`src/sv/lcc_pkg.sv`:
```
package lcc_pkg;

   // card number and result field widths
   localparam int CARD_W = 64;
   localparam int COUNT_W = 5;
   localparam int CLASS_W = 2;

   // binary to decimal conversion: bits shifted in per cycle and number of conversion steps
   localparam int DAB_BITS = 8;
   localparam int DAB_STEPS = CARD_W / DAB_BITS;
   localparam int STEP_W = $clog2(DAB_STEPS);

   // class codes
   localparam logic [CLASS_W-1:0] CLASS_NONE = 2'd0;
   localparam logic [CLASS_W-1:0] CLASS_FOUR = 2'd1;
   localparam logic [CLASS_W-1:0] CLASS_THREE = 2'd2;
   localparam logic [CLASS_W-1:0] CLASS_FIVE = 2'd3;

   // ten to the n-th power, evaluated at elaboration only
   function automatic logic [CARD_W-1:0] pow10(input int n);
      logic [CARD_W-1:0] p;
      p = CARD_W'(1);
      for (int i = 0; i < 19; i++) begin
         if (i < n) begin
            p = p * CARD_W'(10);
         end
      end
      return p;
   endfunction

   // doubled digit folded to the sum of its decimal digits
   function automatic logic [3:0] luhn_double(input logic [3:0] d);
      logic [4:0] k;
      k = {d, 1'b0};
      if (d >= 4'd5) begin
         k = k - 5'd9;
      end
      return k[3:0];
   endfunction

endpackage

```
`src/sv/lcc_dabble.sv`:
```
module lcc_dabble
   import lcc_pkg::*;
#(
   parameter int BCD_W = 76
) (
   input  logic [BCD_W-1:0]    bcd_cur,
   input  logic [DAB_BITS-1:0] bits_cur,
   output logic [BCD_W-1:0]    bcd_nxt
);

   localparam int NDIG = BCD_W / 4;

   logic [BCD_W-1:0] work;

   // shift-add-3 over every decimal digit, one input bit per step
   always_comb begin
      work = bcd_cur;
      for (int s = 0; s < DAB_BITS; s++) begin
         for (int g = 0; g < NDIG; g++) begin
            if (work[4*g +: 4] >= 4'd5) begin
               work[4*g +: 4] = work[4*g +: 4] + 4'd3;
            end
         end
         work = {work[BCD_W-2:0], bits_cur[DAB_BITS-1-s]};
      end
      bcd_nxt = work;
   end

endmodule

```
`src/sv/luhn_card_number_classifier.sv`:
```
// Luhn card number classifier.
// Request channel: req_valid / req_stall carry one 64-bit binary card number
// (req_card_number). A transfer happens when req_valid is high and req_stall
// is low. Response channel: rsp_valid / rsp_stall carry checksum flag, decimal
// digit count and class code, one response per request, in order.
// Operation: after the request transfer the number is converted to decimal,
// 8 bits per cycle through the shift-add-3 unit, then the digits
// are scanned one per cycle from the least significant end until no nonzero
// digit remains, then the DONE state loads the response register; a number
// of 10^MAX_DIGITS or more skips straight to the response (zeros).
// One number is worked on at a time; req_stall is high while busy.
// The next request is taken while the previous response waits in its
// register. If rsp_stall holds the response, a finished number waits in
// its last state and the block accepts nothing more until the hold clears.
// Reset (synchronous, active high) drops any number in progress and any
// pending response; the block is ready in the next cycle.
module luhn_card_number_classifier
   import lcc_pkg::*;
#(
   parameter int MAX_DIGITS = 19
) (
   input  logic               clock,
   input  logic               reset,
   input  logic               req_valid,
   output logic               req_stall,
   input  logic [CARD_W-1:0]  req_card_number,
   output logic               rsp_valid,
   input  logic               rsp_stall,
   output logic               rsp_checksum_ok,
   output logic [COUNT_W-1:0] rsp_digit_count,
   output logic [CLASS_W-1:0] rsp_card_class
);

   localparam int BCD_W = 4 * MAX_DIGITS;
   localparam logic [CARD_W-1:0] DIGIT_LIMIT = pow10(MAX_DIGITS);
   localparam logic [STEP_W-1:0] STEP_LAST = STEP_W'(DAB_STEPS - 1);

   localparam logic [1:0] ST_IDLE = 2'd0;
   localparam logic [1:0] ST_CONV = 2'd1;
   localparam logic [1:0] ST_SCAN = 2'd2;
   localparam logic [1:0] ST_DONE = 2'd3;

   logic [1:0]         state_ff, state_in;
   logic [CARD_W-1:0]  bin_ff, bin_in;
   logic [BCD_W-1:0]   bcd_ff, bcd_in;
   logic [STEP_W-1:0]  step_ff, step_in;
   logic [COUNT_W-1:0] count_ff, count_in;
   logic [3:0]         total_ff, total_in;
   logic [3:0]         lead_hi_ff, lead_hi_in;
   logic [3:0]         lead_lo_ff, lead_lo_in;
   logic               over_ff, over_in;
   logic               rsp_valid_ff, rsp_valid_in;
   logic               ok_ff, ok_in;
   logic [COUNT_W-1:0] cnt_out_ff, cnt_out_in;
   logic [CLASS_W-1:0] cls_ff, cls_in;

   logic [BCD_W-1:0]   dab_out;
   logic [3:0]         digit;
   logic [3:0]         addend;
   logic [4:0]         sum;
   logic               sum_ok;
   logic [CLASS_W-1:0] cls_calc;

   // single conversion unit, reused on every conversion step
   lcc_dabble #(
      .BCD_W(BCD_W)
   ) u_dabble (
      .bcd_cur (bcd_ff),
      .bits_cur(bin_ff[CARD_W-1 -: DAB_BITS]),
      .bcd_nxt (dab_out)
   );

   // per-digit luhn contribution, running total kept modulo ten
   always_comb begin
      digit = bcd_ff[3:0];
      addend = count_ff[0] ? luhn_double(digit) : digit;
      sum = {1'b0, total_ff} + {1'b0, addend};
      if (sum >= 5'd10) begin
         sum = sum - 5'd10;
      end
   end

   // class from leading digits and length, only when the checksum holds
   always_comb begin
      sum_ok = (total_ff == 4'd0) && !over_ff;
      cls_calc = CLASS_NONE;
      if (sum_ok) begin
         priority if (lead_hi_ff == 4'd4 &&
                      (count_ff == COUNT_W'(13) || count_ff == COUNT_W'(16))) begin
            cls_calc = CLASS_FOUR;
         end else if (lead_hi_ff == 4'd3 && (lead_lo_ff == 4'd4 || lead_lo_ff == 4'd7) &&
                      count_ff == COUNT_W'(15)) begin
            cls_calc = CLASS_THREE;
         end else if (lead_hi_ff == 4'd5 && lead_lo_ff >= 4'd1 && lead_lo_ff <= 4'd5 &&
                      count_ff == COUNT_W'(16)) begin
            cls_calc = CLASS_FIVE;
         end else begin
            cls_calc = CLASS_NONE;
         end
      end
   end

   // sequencer
   always_comb begin
      state_in = state_ff;
      bin_in = bin_ff;
      bcd_in = bcd_ff;
      step_in = step_ff;
      count_in = count_ff;
      total_in = total_ff;
      lead_hi_in = lead_hi_ff;
      lead_lo_in = lead_lo_ff;
      over_in = over_ff;
      rsp_valid_in = rsp_valid_ff;
      ok_in = ok_ff;
      cnt_out_in = cnt_out_ff;
      cls_in = cls_ff;

      // response taken
      if (rsp_valid_ff && !rsp_stall) begin
         rsp_valid_in = 1'b0;
      end

      unique case (state_ff)
         ST_IDLE: begin
            if (req_valid) begin
               bin_in = req_card_number;
               bcd_in = '0;
               step_in = '0;
               count_in = '0;
               total_in = '0;
               lead_hi_in = '0;
               lead_lo_in = '0;
               over_in = (req_card_number >= DIGIT_LIMIT);
               state_in = (req_card_number >= DIGIT_LIMIT) ? ST_DONE : ST_CONV;
            end
         end
         ST_CONV: begin
            bin_in = bin_ff << DAB_BITS;
            bcd_in = dab_out;
            step_in = step_ff + STEP_W'(1);
            if (step_ff == STEP_LAST) begin
               state_in = ST_SCAN;
            end
         end
         ST_SCAN: begin
            if (bcd_ff == '0) begin
               state_in = ST_DONE;
            end else begin
               total_in = sum[3:0];
               lead_hi_in = digit;
               lead_lo_in = lead_hi_ff;
               count_in = count_ff + COUNT_W'(1);
               bcd_in = bcd_ff >> 4;
            end
         end
         ST_DONE: begin
            if (!rsp_valid_ff || !rsp_stall) begin
               rsp_valid_in = 1'b1;
               ok_in = sum_ok;
               cnt_out_in = over_ff ? '0 : count_ff;
               cls_in = cls_calc;
               state_in = ST_IDLE;
            end
         end
         default: begin
            state_in = ST_IDLE;
         end
      endcase
   end

   // control registers
   always_ff @(posedge clock) begin
      if (reset) begin
         state_ff <= ST_IDLE;
         rsp_valid_ff <= 1'b0;
      end else begin
         state_ff <= state_in;
         rsp_valid_ff <= rsp_valid_in;
      end
   end

   // datapath and response payload
   always_ff @(posedge clock) begin
      bin_ff <= bin_in;
      bcd_ff <= bcd_in;
      step_ff <= step_in;
      count_ff <= count_in;
      total_ff <= total_in;
      lead_hi_ff <= lead_hi_in;
      lead_lo_ff <= lead_lo_in;
      over_ff <= over_in;
      ok_ff <= ok_in;
      cnt_out_ff <= cnt_out_in;
      cls_ff <= cls_in;
   end

   assign req_stall = (state_ff != ST_IDLE);
   assign rsp_valid = rsp_valid_ff;
   assign rsp_checksum_ok = ok_ff;
   assign rsp_digit_count = cnt_out_ff;
   assign rsp_card_class = cls_ff;

endmodule

```
`config.mk`:
```
export PLATFORM = sky130hd
export DESIGN_NAME = luhn_card_number_classifier
export DESIGN_NICKNAME = d
export VERILOG_FILES = /design/src/sv/lcc_pkg.sv /design/src/sv/lcc_dabble.sv /design/src/sv/luhn_card_number_classifier.sv
export SDC_FILE = /design/constraint.sdc
export NUM_CORES = 1
export LEC_CHECK = 0
export BUFFER_PORTS_ARGS = -buffer_cell sky130_fd_sc_hd__buf_2
export CORE_UTILIZATION = 65
export DETAILED_ROUTE_END_ITERATION = 10
export PLACE_DENSITY = 0.89
export RECOVER_POWER = 100
export SYNTH_ARGS = -nofsm -noshare
export SYNTH_HDL_FRONTEND = slang
export SYNTH_SLANG_ARGS = --single-unit
```
`constraint.sdc`:
```
create_clock -name clock -period 13.76 [get_ports clock]
set_clock_uncertainty 0.2 [all_clocks]
set_input_delay 1.376 -clock clock [delete_from_list [all_inputs] [get_ports clock]]
set_output_delay 1.376 -clock clock [all_outputs]
set_load 0.01 [all_outputs]
```
After elaboration in Yosys (flattened, before gate mapping)
Cells that the tools add are included.

Add/subtract/negate cells: 157. Order comparisons: 156. Eq/ne operators: 17. Multiplexer cells: 184. Bitwise operators: 1. Reduce and logical (&&, ||, !) cells: 28.

Operator list (number): greater-or-equal comparator 4 x 3 -> 1 bit, second input constant (152); 2-to-1 mux 4 bit (151); adder 4 x 2 -> 4 bit, second input constant (144); one-hot mux 76 bit (3 select lines) (1); 2-to-1 mux 76 bit (2); one-hot mux 64 bit (2 select lines) (1); logical NOT 76 bit (1); greater-or-equal comparator 64 bit, second input constant (1); 2-to-1 mux 64 bit (1); 2-to-1 mux 3 bit (9); adder 3 x 2 -> 3 bit, second input constant (8); one-hot mux 4 bit (2 select lines) (3); == test 4 x 3 -> 1 bit, second input constant (4); 2-to-1 mux 2 bit (7); == test 5 x 4 -> 1 bit, second input constant (2); 2-to-1 mux 5 bit (2); inequality test 2 bit, second input constant (5); one-hot mux 5 bit (2 select lines) (1); logical AND 1 bit (8); one-hot mux 2 bit (4 select lines) (1); subtractor 4 bit, second input constant (2); one-hot mux 3 bit (2 select lines) (1); AND reduction 2 bit (3); AND reduction 3 bit (2); other kinds (21) (31).

Bits in registers: 172.

Logic depth before layout (Yosys ltp)
Gate-level depths: netlist of run 1.

Depth in word-level cells: 17. Gate-level depth with buffers: 37.

Cells and area by module
Synthesis of run 1 repeated with hierarchy kept, for this count alone.

Cell total of the unflattened synthesis: 3563. Area, all modules: 27995.6 µm².

Modules (own cells, without submodules): lcc_dabble (instances 1, cells an instance 3032, area an instance 20199.4 µm², sequential area each 0.0 µm²); luhn_card_number_classifier (instances 1, cells an instance 531, area an instance 7796.2 µm², sequential area each 5134.9 µm²).

Worst setup path after synthesis of run 1
No wires, ideal clock.

Path type: input-to-reg. Start point: input req_valid. End point: register bcd_ff[0], enable pin. Arrival time: 6.749 ns. Path slack: 6.276 ns. Stages: 4. Cell sequence: and2_1 -> a21o_1 -> a21oi_1 -> a21oi_1.

Cells in the longest elaborated chain, start to end: 2.

RTL lines: start: declaration (RTL line luhn_card_number_classifier.sv:24) `input logic req_valid,`; inequality test 2 bit (no line); AND reduction 3 bit (no line); end signal: assignment (RTL line luhn_card_number_classifier.sv:186) `bcd_ff <= bcd_in;`; end: declaration (RTL line luhn_card_number_classifier.sv:45) `logic [BCD_W-1:0] bcd_ff, bcd_in;`.

Every way passes these cells. A chain may end at the register's enable or synchronous reset.

Final worst setup path of run 1
Start point: register bcd_ff[16]. End point: register bcd_ff[26], data pin.

Cells in the longest elaborated chain, start to end: 17.

RTL lines: adder 4 x 2 -> 4 bit or greater-or-equal comparator 4 x 3 -> 1 bit (tied branches) (RTL line lcc_dabble.sv:21, lcc_dabble.sv:20); 2-to-1 mux 4 bit (*) (RTL line lcc_dabble.sv:20) `if (work[4*g +: 4] >= 4'd5) begin`; adder 4 x 2 -> 4 bit or greater-or-equal comparator 4 x 3 -> 1 bit (tied branches) (RTL line lcc_dabble.sv:21, lcc_dabble.sv:20); 2-to-1 mux 4 bit (RTL line lcc_dabble.sv:20); adder 4 x 2 -> 4 bit or greater-or-equal comparator 4 x 3 -> 1 bit (tied branches) (RTL line lcc_dabble.sv:21, lcc_dabble.sv:20); 2-to-1 mux 4 bit (RTL line lcc_dabble.sv:20); adder 4 x 2 -> 4 bit or greater-or-equal comparator 4 x 3 -> 1 bit (tied branches) (RTL line lcc_dabble.sv:21, lcc_dabble.sv:20); 2-to-1 mux 4 bit (RTL line lcc_dabble.sv:20); (+2 left out); adder 4 x 2 -> 4 bit or greater-or-equal comparator 4 x 3 -> 1 bit (tied branches) (RTL line lcc_dabble.sv:21, lcc_dabble.sv:20); 2-to-1 mux 4 bit (RTL line lcc_dabble.sv:20); adder 4 x 2 -> 4 bit or greater-or-equal comparator 4 x 3 -> 1 bit (tied branches) (RTL line lcc_dabble.sv:21, lcc_dabble.sv:20); 2-to-1 mux 4 bit (RTL line lcc_dabble.sv:20); adder 4 x 2 -> 4 bit or greater-or-equal comparator 4 x 3 -> 1 bit (tied branches) (RTL line lcc_dabble.sv:21, lcc_dabble.sv:20); 2-to-1 mux 4 bit (*) (RTL line lcc_dabble.sv:20); one-hot mux 76 bit (3 select lines) (*) (RTL line luhn_card_number_classifier.sv:124) `unique case (state_ff)`; net bcd_in[26] (RTL line luhn_card_number_classifier.sv:45).

Mark *: on every way through the listed nets, which the timed path passes. The rest lies on a longest branch.

==> flow_summary_export.csv, run 1 <==
group,metric,value,unit
timing,slew_viol_final,284,
global_routing,track_usage,29.9,%
layout,area_delta_synth_final,4.14,%
floorplanning,coreArea,40900,um2
timing,max_freq,116,MHz
clocking,cts_buffers,17,
worst_setup_path,critPathKind,"flip-flop to flip-flop",
yosys,synth-main-ff-cell,"edfxtp_1",
drt,wl_per_cell,16.2,um
yosys,syn_area,27000,um2
floorplanning,die_w,206,um
timing,tightest_slew,4.61,ns
floorplanning,initial_utilization,66.1,%
drt,highest_layer,"met4",
clocking,root_buffer,"clkbuf_16",
floorplanning,pin_count,78,
hold_path,hold_class,"flip-flop to flip-flop",
timing,setup_viol,0,
clocking,clockBufferDepth,2,
yosys,syn_avg_cell_area,7.90,um2
floorplanning,rows,74,
layout,nets,3693,
place,dp_hpwl,48000,um
clocking,clkSinkCount,172,
layout,multi_input_area,20400,um2
worst_setup_path,ff2ff_setup_slack,5.11,ns
worst_setup_path,crit_arrival,8.61,ns
yosys,ys_ff_latch,172,
worst_setup_path,critPathMaxStageDelay,0.57,ns
worst_setup_path,cp_slowest_cell,"o21ai_0",
global_routing,grt_pass1_wl,108000,um
worst_setup_path,critical_path_required,13.72,ns
worst_setup_path,cp-start-kind,"flip-flop",
drt,wl_met1,28400,um
clocking,clk_latency,0.46,ns
global_routing,grt_pass1_vias,23600,
timing,min_period,8.65,ns
timing,fin_crit_sh,62.9,%
floorplanning,dieArea,42400,um2
yosys,synthDistinctLibCells,148,
clocking,path_clk_slew,0.08,ns
drt,first_iter_violations,2147,
layout,antennaDiodeCount,0,
layout,fill_cells,3280,
place,io_buffers,77,
drt,antenna_left,0,
yosys,synth_warnings,0,
drt,wl_met2,30800,um
layout,layout_commonest_cell,"nand2_1",
worst_setup_path,cp_max_fo,7,
drt,firstDrtPassIters,8,
clocking,cts_tree,"yes",
flow_run,cap_violations,5,
yosys,synthCells,3423,
worst_setup_path,endpoint_kind,"flip-flop",
clocking,h-tree-depth,4,
drt,wl,64300,um
drt,wl_met3,2940,um
layout,final_cell_mix,"nand2_1 (304), nor2_1 (290), o21ai_0 (241)",
timing,hold_slack,0.344,ns
timing,rsz0062_at_grt,"false",
global_routing,grt_max_degree,77,
clocking,hold_buffers,0,
layout,finalNonFillerCells,3973,
worst_setup_path,cp_common_cell,"ha_1",
place,gp_congestion,0.911,
timing,slew_headroom,-207,%
timing,report.final.hold_viol_count,0,
drt,drc,0,
yosys,synth_seq_area_share,19.0,%
clocking,postCtsSetupBuffers,0,
global_routing,grt_overflow_total,0,
floorplanning,die_y,206,um
status,violations,"capacitance limit, slew limit",
global_routing,antenna_found_initial,0,
yosys,synth_edf_count,169,
layout,drive_gt1_share,12.5,%
status,run_status,"complete, but fails checks",
yosys,synth_fp_nets,3688,
place,placed_cells,3941,
yosys,synth_async_sr_flop_share,0,%
timing,tns,0,ns
drt,viasPerCell,6.51,
layout,final-seq-area,5130,um2
clocking,cts_resized,0,
drt,vias,25900,
## synthesized netlist by cell type (27+ instances only)
cell | count | area (um2)
mux2_2 | 123 | 1390
and2_1 | 48 | 300
o21bai_1 | 27 | 203
o21ai_0 | 216 | 1080
a211oi_1 | 58 | 435
a21o_1 | 33 | 248
o21a_1 | 43 | 323
nand2b_1 | 67 | 419
o211ai_1 | 51 | 383
a21oi_1 | 207 | 1040
edfxtp_1 | 169 | 5070
or3_1 | 34 | 213
xnor2_1 | 66 | 578
or2_2 | 48 | 300
mux2i_1 | 117 | 1170
o21ai_1 | 83 | 415
ha_1 | 196 | 2450
nor2b_1 | 70 | 438
nand2_1 | 304 | 1140
a31oi_1 | 35 | 219
xor2_1 | 30 | 263
clkbuf_1 | 68 | 255
nor3_1 | 97 | 485
and3_1 | 33 | 206
inv_1 | 214 | 803
nor2_1 | 289 | 1080
nand3_1 | 79 | 395
## kinds of logic (layout without fill, tap and decap cells)
family / Yosys count / count (layout) / synth area share (%)
compound gates: 1145 / 1145 / 30.0
xor+xnor: 103 / 103 / 3.57
fa+ha+maj: 201 / 201 / 9.29
buf+inv: 329 / 347 / 5.00
flops: 172 / 172 / 19.0
mux: 259 / 259 / 10.5
simple gates: 1214 / 1214 / 22.6
## sequential cells by signal (all words and copies together) (netlist names), 2 cells and up
name             cells
count_ff             5
step_ff              3
lead_hi_ff           4
bcd_ff              76
lead_lo_ff           4
total_ff             4
bin_ff              64
state_ff             2
rsp_digit_count      5
rsp_card_class       2
## path summary, 6_finish.rpt
kind	startpoint	end	cells past startpoint
worst max-delay path	bcd_ff[16]$_DFFE_PP_	bcd_ff[26]$_DFFE_PP_	31
worst min-delay path	bin_ff[25]$_DFFE_PP_	bin_ff[33]$_DFFE_PP_	1
worst max register to register	bcd_ff[16]$_DFFE_PP_	bcd_ff[26]$_DFFE_PP_	31
worst min register to register	bin_ff[25]$_DFFE_PP_	bin_ff[33]$_DFFE_PP_	1
## cell type report
cell class	instances	area share, %
Timing Repair Buffer	92	1.63
Sequential cell	172	18.2
Inverter	223	2.97
Tap cell	532	2.36
Multi-Input combinational cell	2922	72.6
Clock buffer	17	1.51
Clock inverter	15	0.680
## per-layer routing
metal / track usage [%] / vias up
li1: - / 12900
met1: 37.5 / 12000
met2: 52.5 / 760
met3: 3.03 / 178
met4: 11.4 / 0
met5: 0 / -
## worst max-delay path: cells and delay by family (launching register included)
| kind | cells | cell delay (ns) |
|---|---|---|
| adder cells (fa/ha/maj) | 7 | 1.85 |
| AO/OA/AOI/OAI | 10 | 2.82 |
| buffers and inverters | 3 | 0.31 |
| flip-flops | 1 | 0.50 |
| AND/OR/NAND/NOR | 9 | 2.14 |
| multiplexers | 2 | 0.54 |
## stage by stage
step | area (um2) | utilization [%] | setup WS, ns
3_5_place_dp | 27700 | 67.7 | 5.69
3_3_place_gp | 27700 | 67.7 | 5.94
2_1_floorplan | 27000 | - | 6.28
5_1_grt | 28200 | 68.8 | 4.40
6_report | 28200 | 68.8 | 5.11
4_1_cts | 28300 | 69.2 | 5.61
Power of run 1 is left out: the tool's default activity adds up to more than one toggle a clock period on the data nets, which glitch-free logic cannot reach.
==> run 2, diff against run 1 <==
- CORE_UTILIZATION: 65 -> 59
- PLACE_DENSITY: 0.89 -> 0.85
- clock period: 13.76 -> 7.6 ns (I/O delays scaled with it)
==> flow_summary_export.csv, run 2 (synthesis results as in run 1) <==
group,metric,value,unit
status,run_status,"complete, but fails checks",
status,violations,"capacitance limit, slew limit",
floorplanning,rows,78,
layout,multi_input_area,21100,um2
layout,final_cell_mix,"nand2_1 (303), nor2_1 (282), inv_1 (213)",
clocking,clkSinkCount,172,
worst_setup_path,critPathMaxStageDelay,0.48,ns
drt,wl_per_cell,16.3,um
timing,rsz0062_at_grt,"true",
layout,fill_cells,3692,
timing,slew_headroom,-139,%
drt,drc,0,
place,placed_cells,4066,
worst_setup_path,endpoint_kind,"flip-flop",
hold_path,hold_path_end,"state_ff[1]$_SDFFE_PP0P_",
drt,wl,67400,um
floorplanning,die_y,216,um
hold_path,min_from,"reset",
layout,final-seq-area,5130,um2
drt,firstDrtPassIters,6,
floorplanning,die_w,216,um
worst_setup_path,cp_max_fo,7,
clocking,h-tree-depth,4,
layout,area_delta_synth_final,10.1,%
hold_path,hold_class,"input pin to flip-flop",
global_routing,grt_max_degree,77,
clocking,clockBufferDepth,2,
layout,layout_commonest_cell,"nand2_1",
clocking,cts_tree,"yes",
timing,slew_viol_final,180,
clocking,clk_latency,0.46,ns
timing,layout_setup_ws,0.275,ns
floorplanning,initial_utilization,59.7,%
layout,drive_gt1_share,18.5,%
timing,setup_viol,0,
global_routing,antenna_found_initial,0,
layout,top_regs,"bcd_ff: 76 flops, bin_ff: 64 flops",
layout,post-route-util,65.7,%
worst_setup_path,ff2ff_setup_slack,0.28,ns
worst_setup_path,critical_path_required,7.58,ns
place,io_buffers,77,
drt,first_iter_violations,2584,
worst_setup_path,cp_common_cell,"ha_1",
worst_setup_path,worstReg2RegEnd,"bcd_ff[39]$_DFFE_PP_",
layout,nets,3800,
layout,finalNonFillerCells,4148,
timing,fin_crit_sh,96.4,%
global_routing,grt_pass1_wl,110000,um
global_routing,grt_pass1_vias,24000,
hold_path,worst_hold_path.num_cells,2,
timing,max_freq,137,MHz
place,gp_congestion,0.951,
global_routing,track_usage,27.2,%
drt,viasPerCell,6.37,
floorplanning,pin_count,78,
timing,report.final.hold_viol_count,0,
worst_setup_path,critPathKind,"flip-flop to flip-flop",
drt,vias,26400,
worst_setup_path,rr_worst_depth,35,
drt,antenna_left,0,
clocking,path_clk_slew,0.08,ns
floorplanning,dieArea,46700,um2
clocking,hold_buffers,0,
clocking,root_buffer,"clkbuf_16",
worst_setup_path,cp_slowest_cell,"edfxtp_1",
worst_setup_path,crit_arrival,7.31,ns
worst_setup_path,cp-start-kind,"flip-flop",
flow_run,cap_violations,3,
place,place_ws,0.103,ns
worst_setup_path,r2r-start,"bcd_ff[36]$_DFFE_PP_",
floorplanning,coreArea,45300,um2
layout,largest_reg_flops,76,
place,dp_hpwl,48500,um
clocking,cts_buffers,17,
timing,min_period,7.32,ns
layout,top_register,"bcd_ff",
layout,antennaDiodeCount,0,
global_routing,grt_overflow_total,0,
timing,tightest_slew,3.58,ns
run 2: worst max-delay path by stage:
stage	startpoint	end	slack, ns	depth (start not counted)
final	bcd_ff[36]$_DFFE_PP_	bcd_ff[39]$_DFFE_PP_	0.28	35
after global routing	bcd_ff[36]$_DFFE_PP_	bcd_ff[42]$_DFFE_PP_	-0.19	31
after CTS	bcd_ff[68]$_DFFE_PP_	bcd_ff[73]$_DFFE_PP_	0.02	36
after detailed placement	bcd_ff[24]$_DFFE_PP_	bcd_ff[34]$_DFFE_PP_	0.10	31
after global placement	bcd_ff[36]$_DFFE_PP_	bcd_ff[41]$_DFFE_PP_	0.36	34
after floorplan	bcd_ff[20]$_DFFE_PP_	bcd_ff[26]$_DFFE_PP_	0.36	33
run 2: metal layers:
metal	share of wire, %	vias up	track usage [%]
li1	-	13100	-
met1	44	12300	34.3
met2	49	848	48.4
met3	5.1	146	2.57
met4	2.4	0	8.83
met5	0	-	0
run 2: area by class of cell:
cell class	instances	share of cell area (%)
Inverter	223	2.81
Sequential cell	172	17.2
Clock buffer	17	1.43
Clock inverter	15	0.740
Timing Repair Buffer	199	4.25
Multi-Input combinational cell	2922	71.0
Tap cell	600	2.52
run 2: critical path, delay by kind of cell (launching register included):
kind	cells	cell delay, ns
simple gates	5	0.58
mux	2	0.58
flops	1	0.48
fa+ha+maj	7	1.48
buf+inv	6	0.65
compound gates	15	3.06
run 2: what timing repair did:
action,4_1_cts,5_1_grt
resized for setup,1,122
endpoints found under the setup margin,2,64
pin swaps,0,16
buffers inserted,0,50
run 2: stage by stage:
| stage | cell area (um2) | setup TNS [ns] | hold slack (ns) |
|---|---|---|---|
| 5_1_grt | 29800 | -1.26 | 0.294 |
| 2_1_floorplan | 27000 | 0 | 0.300 |
| 4_1_cts | 28900 | 0 | 0.285 |
| 3_3_place_gp | 28200 | 0 | 0.309 |
| 6_report | 29800 | 0 | 0.292 |
| 3_5_place_dp | 28200 | 0 | 0.311 |
Power of run 2 is left out for the same reason.
